[src/hdl/bpfa_pkg.sv]
`default_nettype none
package bpfa_pkg;

  localparam int NumPages   = 4096;
  localparam int PageBits   = $clog2(NumPages);
  localparam int CountBits  = 13;
  localparam int WordBits   = 32;
  localparam int NumWords   = NumPages / WordBits;
  localparam int WordAddrBits = $clog2(NumWords);
  localparam int BitSelBits = $clog2(WordBits);
  localparam logic [CountBits-1:0] CountMax = {CountBits{1'b1}};
  localparam logic [CountBits-1:0] ManagedReset = CountBits'(NumPages);

  typedef enum logic [2:0] {
    CMD_ALLOC_ONE = 3'd0,
    CMD_ALLOC_RUN = 3'd1,
    CMD_FREE      = 3'd2,
    CMD_LOCK      = 3'd3,
    CMD_RESERVE   = 3'd4,
    CMD_UNRESERVE = 3'd5
  } cmd_t;

  localparam logic [1:0] STATUS_OK      = 2'd0;
  localparam logic [1:0] STATUS_NO_PAGE = 2'd1;
  localparam logic [1:0] STATUS_ZERO    = 2'd2;

  typedef enum logic [2:0] {
    ST_IDLE,
    ST_CLEAR,
    ST_SCAN_RD,
    ST_SCAN_CHK,
    ST_TOUCH_RD,
    ST_TOUCH_WR,
    ST_DONE
  } state_t;

endpackage
`default_nettype wire

[src/hdl/bpfa_bitmap_ram.sv]
`default_nettype none
module bpfa_bitmap_ram
  import bpfa_pkg::*;
(
  input  wire logic                    clk,
  input  wire logic                    we,
  input  wire logic [WordAddrBits-1:0] waddr,
  input  wire logic [WordBits-1:0]     wdata,
  input  wire logic [WordAddrBits-1:0] raddr,
  output logic      [WordBits-1:0]     rdata
);

  logic [WordBits-1:0] mem [NumWords];

  always_ff @(posedge clk) begin
    if (we) begin
      mem[waddr] <= wdata;
    end
    rdata <= mem[raddr];
  end

endmodule
`default_nettype wire

[src/hdl/bitmap_page_frame_allocator_unit.sv]
`default_nettype none
// Channel     | Ports                                           | Handshake
// ------------+-------------------------------------------------+--------------------------
// config      | managed_pages_we, managed_pages_wdata           | written when we is high
// command in  | cmd, page_index, page_count                     | start high, busy low
// result out  | status, result_page, free_pages, used_pages,    | done strobe, one cycle
//             | reserved_pages                                  |
//
// The bitmap lives in a 128 x 32 synchronous RAM. After reset a clearing pass
// zeroes it one word per cycle while busy stays high.
// An allocation scans pages from the hint, each with a read step, then a check step.
// Every page that a command touches goes through a read state, then a write state.
// The receiver cannot stall; each result is flagged by done for one cycle, and
// status and result_page hold until the next command is taken.
module bitmap_page_frame_allocator_unit
  import bpfa_pkg::*;
(
  input  wire logic                 clk,
  input  wire logic                 rst,
  input  wire logic                 managed_pages_we,
  input  wire logic [CountBits-1:0] managed_pages_wdata,
  input  wire logic                 start,
  output logic                      busy,
  input  wire logic [2:0]           cmd,
  input  wire logic [PageBits-1:0]  page_index,
  input  wire logic [CountBits-1:0] page_count,
  output logic                      done,
  output logic [1:0]                status,
  output logic [PageBits-1:0]       result_page,
  output logic [CountBits-1:0]      free_pages,
  output logic [CountBits-1:0]      used_pages,
  output logic [CountBits-1:0]      reserved_pages
);

  state_t state, state_next;

  logic [CountBits-1:0] managed, hint, free_cnt, used_cnt, rsv_cnt;
  logic [2:0]           op;
  logic [CountBits-1:0] need, remaining, run_start;
  // Page cursor, one bit wider so it can pass the end of the bitmap.
  logic [CountBits:0]   cur;
  logic [CountBits-1:0] left;
  logic [WordAddrBits-1:0] clr_addr;

  logic                    ram_we;
  logic [WordAddrBits-1:0] ram_waddr, ram_raddr;
  logic [WordBits-1:0]     ram_wdata, ram_rdata;

  bpfa_bitmap_ram u_ram (
    .clk   (clk),
    .we    (ram_we),
    .waddr (ram_waddr),
    .wdata (ram_wdata),
    .raddr (ram_raddr),
    .rdata (ram_rdata)
  );

  logic [CountBits-1:0] wr_value;
  logic                 cur_bit, cur_in_range, set_op;
  logic [BitSelBits-1:0] bsel;

  assign bsel         = cur[BitSelBits-1:0];
  assign cur_bit      = ram_rdata[bsel];
  assign cur_in_range = cur < {1'b0, managed};
  assign set_op       = (op == CMD_LOCK) || (op == CMD_RESERVE) ||
                        (op == CMD_ALLOC_ONE) || (op == CMD_ALLOC_RUN);
  assign wr_value     = (managed_pages_wdata > ManagedReset) ? ManagedReset
                                                             : managed_pages_wdata;
  assign busy         = (state != ST_IDLE);

  always_comb begin
    state_next = state;
    ram_we     = 1'b0;
    ram_waddr  = cur[PageBits-1:BitSelBits];
    ram_wdata  = ram_rdata;
    ram_raddr  = cur[PageBits-1:BitSelBits];
    case (state)
      ST_IDLE: begin
        if (start) begin
          if (cmd == CMD_ALLOC_ONE || cmd == CMD_ALLOC_RUN) begin
            state_next = ((cmd == CMD_ALLOC_RUN) && (page_count == '0)) ? ST_DONE
                                                                         : ST_SCAN_RD;
          end else if (cmd inside {CMD_FREE, CMD_LOCK, CMD_RESERVE, CMD_UNRESERVE} &&
                       page_count != '0) begin
            state_next = ST_TOUCH_RD;
          end else begin
            state_next = ST_DONE;
          end
        end
      end
      ST_CLEAR: begin
        ram_we    = 1'b1;
        ram_waddr = clr_addr;
        ram_wdata = '0;
        if (clr_addr == WordAddrBits'(NumWords - 1)) begin
          state_next = ST_IDLE;
        end
      end
      ST_SCAN_RD: begin
        state_next = cur_in_range ? ST_SCAN_CHK : ST_DONE;
      end
      ST_SCAN_CHK: begin
        if (!cur_bit && remaining == CountBits'(1)) begin
          state_next = ST_TOUCH_RD;
        end else begin
          state_next = ST_SCAN_RD;
        end
      end
      ST_TOUCH_RD: begin
        state_next = ST_TOUCH_WR;
      end
      ST_TOUCH_WR: begin
        if (cur_in_range && (cur_bit != set_op)) begin
          ram_we    = 1'b1;
          ram_wdata = ram_rdata;
          ram_wdata[bsel] = set_op;
        end
        state_next = (left == CountBits'(1)) ? ST_DONE : ST_TOUCH_RD;
      end
      ST_DONE: begin
        state_next = ST_IDLE;
      end
      default: begin
        state_next = ST_IDLE;
      end
    endcase
  end

  always_ff @(posedge clk) begin
    if (rst) begin
      state <= ST_CLEAR;
    end else begin
      state <= state_next;
    end
  end

  always_ff @(posedge clk) begin
    if (rst) begin
      managed  <= ManagedReset;
      hint     <= '0;
      free_cnt <= ManagedReset;
      used_cnt <= '0;
      rsv_cnt  <= '0;
      clr_addr <= '0;
      done     <= 1'b0;
      status   <= STATUS_OK;
    end else begin
      done <= 1'b0;
      if (managed_pages_we) begin
        managed  <= wr_value;
        free_cnt <= wr_value;
      end
      case (state)
        ST_CLEAR: begin
          clr_addr <= clr_addr + 1'b1;
        end
        ST_IDLE: begin
          if (start) begin
            op          <= cmd;
            status      <= STATUS_OK;
            result_page <= '0;
            need        <= (cmd == CMD_ALLOC_ONE) ? CountBits'(1) : page_count;
            remaining   <= (cmd == CMD_ALLOC_ONE) ? CountBits'(1) : page_count;
            run_start   <= hint;
            left        <= page_count;
            if (cmd == CMD_ALLOC_ONE || cmd == CMD_ALLOC_RUN) begin
              cur <= {1'b0, hint};
              if (cmd == CMD_ALLOC_RUN && page_count == '0) begin
                status <= STATUS_ZERO;
              end
            end else begin
              cur <= {2'b00, page_index};
            end
          end
        end
        ST_SCAN_RD: begin
          if (!cur_in_range) begin
            status <= STATUS_NO_PAGE;
            hint   <= managed;
          end
        end
        ST_SCAN_CHK: begin
          if (!cur_bit) begin
            remaining <= remaining - 1'b1;
            if (remaining == CountBits'(1)) begin
              // Run found: hint stays on its last page, then mark from its start.
              hint        <= cur[CountBits-1:0];
              cur         <= {1'b0, run_start};
              left        <= need;
              op          <= CMD_LOCK;
              result_page <= run_start[PageBits-1:0];
            end else begin
              cur <= cur + 1'b1;
            end
          end else begin
            remaining <= need;
            run_start <= cur[CountBits-1:0] + 1'b1;
            cur       <= cur + 1'b1;
          end
        end
        ST_TOUCH_WR: begin
          if (cur_in_range && (cur_bit != set_op)) begin
            if (set_op) begin
              free_cnt <= (free_cnt == '0) ? '0 : free_cnt - 1'b1;
              if (op == CMD_LOCK) begin
                used_cnt <= (used_cnt == CountMax) ? CountMax : used_cnt + 1'b1;
              end else begin
                rsv_cnt <= (rsv_cnt == CountMax) ? CountMax : rsv_cnt + 1'b1;
              end
            end else begin
              free_cnt <= (free_cnt == CountMax) ? CountMax : free_cnt + 1'b1;
              if (op == CMD_FREE) begin
                used_cnt <= (used_cnt == '0) ? '0 : used_cnt - 1'b1;
              end else begin
                rsv_cnt <= (rsv_cnt == '0) ? '0 : rsv_cnt - 1'b1;
              end
              if (hint > cur[CountBits-1:0]) begin
                hint <= cur[CountBits-1:0];
              end
            end
          end
          cur  <= cur + 1'b1;
          left <= left - 1'b1;
        end
        ST_DONE: begin
          done <= 1'b1;
        end
        default: begin
        end
      endcase
    end
  end

  assign free_pages     = free_cnt;
  assign used_pages     = used_cnt;
  assign reserved_pages = rsv_cnt;

endmodule
`default_nettype wire
[config.mk]
export PLATFORM = sky130hd
export DESIGN_NAME = bitmap_page_frame_allocator_unit
export DESIGN_NICKNAME = d
export VERILOG_FILES = /design/src/hdl/bpfa_pkg.sv /design/src/hdl/bpfa_bitmap_ram.sv /design/src/hdl/bitmap_page_frame_allocator_unit.sv
export SDC_FILE = /design/constraint.sdc
export NUM_CORES = 2
export LEC_CHECK = 0
export CORE_UTILIZATION = 40
export DETAILED_ROUTE_END_ITERATION = 7
export DONT_BUFFER_PORTS = 1
export GPL_ROUTABILITY_DRIVEN = 0
export GPL_TIMING_DRIVEN = 0
export PLACE_DENSITY = 0.55
export SLEW_MARGIN = 10
export SYNTH_ARGS = -nofsm -noshare
export SYNTH_HDL_FRONTEND = slang
export SYNTH_SLANG_ARGS = --single-unit
[constraint.sdc]
create_clock -name clk -period 22.4 [get_ports clk]
set_input_delay 6.72 -clock clk [delete_from_list [all_inputs] [get_ports clk]]
set_output_delay 6.72 -clock clk [all_outputs]
set_load 0.03 [all_outputs]
**Yosys cells after proc, flatten, opt, wreduce, memory -nomap -nowiden**

Memories as Yosys holds them, arrays and structs flattened. A register that Yosys moved wholly into a read port is not among the register bits.
Index checks and enable logic that the tools add are counted.

- Bits in registers: 159
- Bits in writable memories: 4096
- Input port bits: 45
- Output and inout port bits: 55
- Word-level logic and storage cells: 179
- Memories kept: 1

- $add $sub $neg: 11
- $lt $le $gt $ge: 5
- Equal/unequal tests: 34
- Muxes and demuxes: 75
- Bitwise operators: 1
- Reduce and logical (&&, ||, !) cells: 36

Memories:

| memory | depth | bits a word | rd ports | clocked after Yosys merged registers in | wr ports | RTL line | RTL |
|---|---|---|---|---|---|---|---|
| u_ram.mem | 128 | 32 | 1 | 1 | 1 | bpfa_bitmap_ram.sv:13 | `logic [WordBits-1:0] mem [NumWords];` |

Operators by type and width:

| cell | number |
|---|---|
| $mux 13 | 32 |
| $pmux 13 s3 | 2 |
| $sub 13x1->13 const B | 5 |
| $pmux 32 s2 | 1 |
| $add 13x1->13 const B | 4 |
| $logic_not 13->1 | 4 |
| $pmux 13 s2 | 2 |
| $mux 14 | 3 |
| $pmux 14 s3 | 1 |
| $eq 13x13->1 const B | 3 |
| $mux 12 | 3 |
| $bwmux 32 | 1 |
| $mux 32 | 1 |
| $mux 3 | 9 |
| $eq 13x1->1 const B | 2 |
| $pmux 12 s2 | 1 |
| $ne 2x2->1 const B | 11 |
| $eq 3x2->1 const B | 6 |
| $eq 3x3->1 const B | 6 |
| $pmux 3 s6 | 1 |
| $add 14x1->14 const B | 1 |
| $lt 14x13->1 | 1 |
| $gt 13x13->1 | 1 |
| $gt 13x13->1 const B | 1 |
| other kinds (29) | 60 |

**Logic depth before layout (Yosys ltp)**

- Depth after elaboration: 10
- Mapped depth: 16
- Gate-level depth less buffers: 10

**Hierarchy**

A second synthesis with hierarchy kept.

- Cell total of the unflattened synthesis: 7383
- Area total of the unflattened synthesis: 167759.6 µm²

Modules (own cells, without submodules):

| module | instances | cells each | area each (µm²) |
|---|---|---|---|
| bpfa_bitmap_ram | 1 | 5990 | 156276.1 |
| bitmap_page_frame_allocator_unit | 1 | 1393 | 11483.5 |

**Worst setup path before layout**

OpenSTA, ideal clock, no wires.

- Path type: input -> register
- Start: input rst
- End: register left[0] (enable)
- Data arrival time: 8.305 ns
- Required time: 22.039 ns
- Setup slack: 13.734 ns
- Stages on the path: 4
- Path buffers: 2
- Cell sequence: clkbuf_1 -> clkbuf_1 -> a21oi_1 -> and2_1

- Word-level cells in the longest chain between the ends: 2

RTL lines:

| what | RTL line | RTL |
|---|---|---|
| from (decl) | bitmap_page_frame_allocator_unit.sv:19 | `input wire logic rst,` |
| $not 1->1 (no line) | - |  |
| $reduce_and 5->1 (no line) | - |  |
| to (signal assigned) | bitmap_page_frame_allocator_unit.sv:165 | `left <= page_count;` |
| to (signal assigned) | bitmap_page_frame_allocator_unit.sv:189 | `left <= need;` |
| to (signal assigned) | bitmap_page_frame_allocator_unit.sv:223 | `left <= left - 1'b1;` |
| to (decl) | bitmap_page_frame_allocator_unit.sv:42 | `logic [CountBits-1:0] left;` |

Every way passes these cells.
A chain may end at the register's enable or synchronous reset.

**Worst setup path in the final report**

- Start: register state[2]
- End: output busy

- Word-level cells in the longest chain between the ends: 1

RTL lines:

| what | RTL line | RTL |
|---|---|---|
| from (decl) | bitmap_page_frame_allocator_unit.sv:35 | `state_t state, state_next;` |
| from (signal assigned) | bitmap_page_frame_allocator_unit.sv:133 | `state <= state_next;` |
| $reduce_bool 3->1 | bitmap_page_frame_allocator_unit.sv:69 | `assign busy = (state != ST_IDLE);` |
| to (decl) | bitmap_page_frame_allocator_unit.sv:23 | `output logic busy,` |

Every way passes these cells.

==> summary.txt <==
Route
  • DRT iter0 DRCs: 11657
  • Pre-Repair DR Iteration Count: 8
  • Via density: 5.884
  • Number of antenna-violating nets in the routed design: 0
  • Wirelength per Cell: 33.23 um
  • DRC Markers: 3
  • DR vias: roughly 84000
  • WL final: 475000 um

Critical path
  • CP Data Required Time: 15680 ps
  • Worst-path maximum fanout: 10
  • FF-to-FF End: u_ram.mem[110][11]
  • RR Startpoint: cur[5]
  • Worst setup SP type: flop
  • FF-to-FF setup slack: 15970 ps
  • Crit path DAT: approximately 2800 ps
  • Crit Path Category: flop to output pin
  • Worst r2r path cells: 11
  • CP Capture Type: output pin

Clock network
  • Max clock buf depth: 4
  • Setup bufs post-CTS: 0
  • # hold bufs at CTS: 0
  • Resized Gates After CTS: 0
  • Clk Latency, worst-skew pair: 1000 ps
  • Clk slew on worst S/H paths: 60 ps
  • Root cell of the clock tree: clkbuf_16
  • Sink Count: 4287
  • Num CTS Buffers: between 400 and 500
  • TritonCTS clock tree: yes
  • Htree depth: 5

Floorplanning
  • Initial core utilization: 40.16%
  • Die height: 648.7 um
  • Core Area: 0.4166 mm^2
  • Die area: 0.4209 mm^2
  • Row count: between 200 and 250
  • I/O pin count: 100
  • Die X: 648.7 um

Pwr
  • Leak Pwr: 0.05488 uW
  • Cell Pwr Density: between 80 and 90 mW/mm^2
  • Worst-case vdd ir drop: about 0.070 mV

GRT
  • Total gr overflow: 0
  • Pin count of the biggest net entering global routing: 45
  • Number of global-route vias before repair: 85059
  • GRT Util Overall: 22.28%
  • Initial antenna violation count: 63
  • First-pass GRT wire length: approximately 660000 um

STA
  • Peak Freq: 0.1049 GHz
  • Final TNS setup: 0 ps
  • Normalized max-slew margin: 3.230%
  • Skew final: 47.60 ps
  • Period utilization: 42.56%
  • Slew Viols, Final: 0
  • Endpoints failing setup: 0
  • Hold_ws: approximately 530 ps
  • Worst-Margin Slew: 1452 ps
  • RSZ-0062 raised after global routing: no
  • Min Tclk post-route: approximately 9500 ps
  • Final hold vios: 0

Yosys
  • Syn. warnings: 0
  • Number of flops mapped to enable cells by yosys: 4177
  • Most used flip-flop cell after synthesis: edfxtp_1
  • Mapped Avg Cell Area: between 20 and 25 um^2
  • Synth async-reset ratio: 0%
  • Register area share after synthesis: between 70% and 80%
  • Syn Inst Count: between 7000 and 8000
  • Number of synthesized register bits: 4287
  • Mapped Area: 0.1673 mm^2
  • Synth unique cells: 78
  • Synthesized net count: 7494

Final layout
  • Leading cell type in the layout, fill and taps excluded: edfxtp_1
  • Share of layout cells above drive strength 1: ~33%
  • Reg area: between 0.1 and 0.15 mm^2
  • Most frequent cells in the layout: 4177 x edfxtp_1, 1343 x mux4_2, 440 x clkbuf_16, 339 x buf_4, 321 x clkbuf_1
  • Nets@finish: 8502
  • Multi-input logic area: 0.03881 mm^2
  • # fillers: ~34000
  • Area grow syn2layout: 17.23%

Run status
  • Failing checks: design-rule violations
  • Status: complete, but fails checks

Worst hold path
  • Hold depth: 2
  • Worst hold path class: flop to flop
  • Hold path endpoint: clr_addr[1]
  • Hold Startpoint: clr_addr[1]

Placed design
  • Post-DP HPWL: 348900 um
  • Port Buffers: 0

Job
  • Max Cap Viol: 0
[sequential cells by signal (all words and copies together), names as in the netlist]
| register | flops |
|---|---|
| run_start | 13 |
| state | 3 |
| cur | 14 |
| free_pages | 13 |
| result_page | 12 |
| reserved_pages | 13 |
| done | 1 |
| op | 3 |
| u_ram.mem | 4096 |
| remaining | 13 |
| used_pages | 13 |
| status | 2 |
| left | 13 |
| need | 13 |
| u_ram.rdata | 32 |
| managed | 13 |
| hint | 13 |
| clr_addr | 7 |
[synth_stat cells (7+ instances only)]
cell	number	share of area [%]
mux4_2	1343	18
ha_1	43	0.32
a311oi_1	26	0.14
xor2_1	11	0.058
o31ai_1	10	0.045
xnor2_1	30	0.16
mux2i_1	33	0.20
nor3_1	152	0.45
clkbuf_1	267	0.60
a211oi_1	8	0.036
nor2_1	131	0.29
a31oi_1	10	0.037
a221oi_1	12	0.063
edfxtp_1	4177	75
a21oi_1	87	0.26
inv_1	44	0.099
nand4_1	19	0.071
nand2_1	289	0.65
buf_1	43	0.096
nand3_1	47	0.14
a22oi_1	11	0.049
o221ai_1	18	0.094
o211ai_1	15	0.067
and3_1	25	0.093
a211o_1	7	0.037
o21ai_0	167	0.50
buf_2	115	0.34
dfxtp_1	110	1.3
a21o_1	9	0.040
and2_1	21	0.079
nor4_1	20	0.075
a221o_1	9	0.054
[report_power, final]
part           switching [uW]  leakage, uW  internal (uW)
Sequential               10.0       0.0333           8690
Combinational            83.6       0.0149           32.5
Clock                    3070      0.00671           4010
Total                    3160       0.0549          12700
[cell families after synthesis]
group | synth area share (%)
AOI/OAI and AO/OA | 1.654
adders and majority gates | 0.3216
and+or+nand+nor | 2.055
muxes | 18.28
xor gates and xnor gates | 0.2311
buffers and inverters | 1.170
DFF | 76.29
[cell type report]
cell class / count / share of cell area, %
flip-flops and latches: 4287 / 65.07
multi-input cells: 2642 / 19.79
clock buffers: 530 / 5.801
repair buffers: 573 / 3.588
well taps: 5497 / 3.507
clock inverters: 265 / 1.190
plain buffers: 428 / 0.9307
inverters: 49 / 0.09378
diodes: 23 / 0.02934
[layer usage]
layer / wire (um) / global-route usage [%] / vias up
li1: - / - / 33808
met4: 16940 / 7.194 / 6
met1: 192200 / 30.82 / 45559
met5: 39 / 0 / -
met2: 227500 / 36.03 / 4003
met3: 38320 / 3.961 / 736
[how the worst max path moves through the flow]
stage,endpoint,slack (ps),cells after the start,from
floorplan,left[0],13730,4,rst
global placement,u_ram.mem[4][14],3000,8,cur[1]
detailed placement,need[7],13150,4,rst
CTS,busy,12920,4,state[2]
global route,busy,12770,4,state[2]
finish,busy,12870,4,state[2]
[critical path, cell delays in order (launching register included)]
cell and delay (ps):
dfxtp_1 330, clkbuf_1 430, clkbuf_1 550, nor3_1 190
inv_1 310
[metrics by stage]
stage | instances | util (%) | total power, uW | setup WS (ps) | cell area, um^2
after global routing | 14274 | 47.06 | 16290 | 12770 | 196100
after detailed placement | 13475 | 43.76 | 8983 | 13150 | 182300
final | 14294 | 47.08 | 15890 | 12870 | 196100
after floorplan | 7406 | - | 8921 | 13730 | 167300
after global placement | 12903 | 41.81 | 8967 | 2998 | 174200
after CTS | 14270 | 47.06 | 16000 | 12920 | 196000
(Power assumes the default switching activity.)
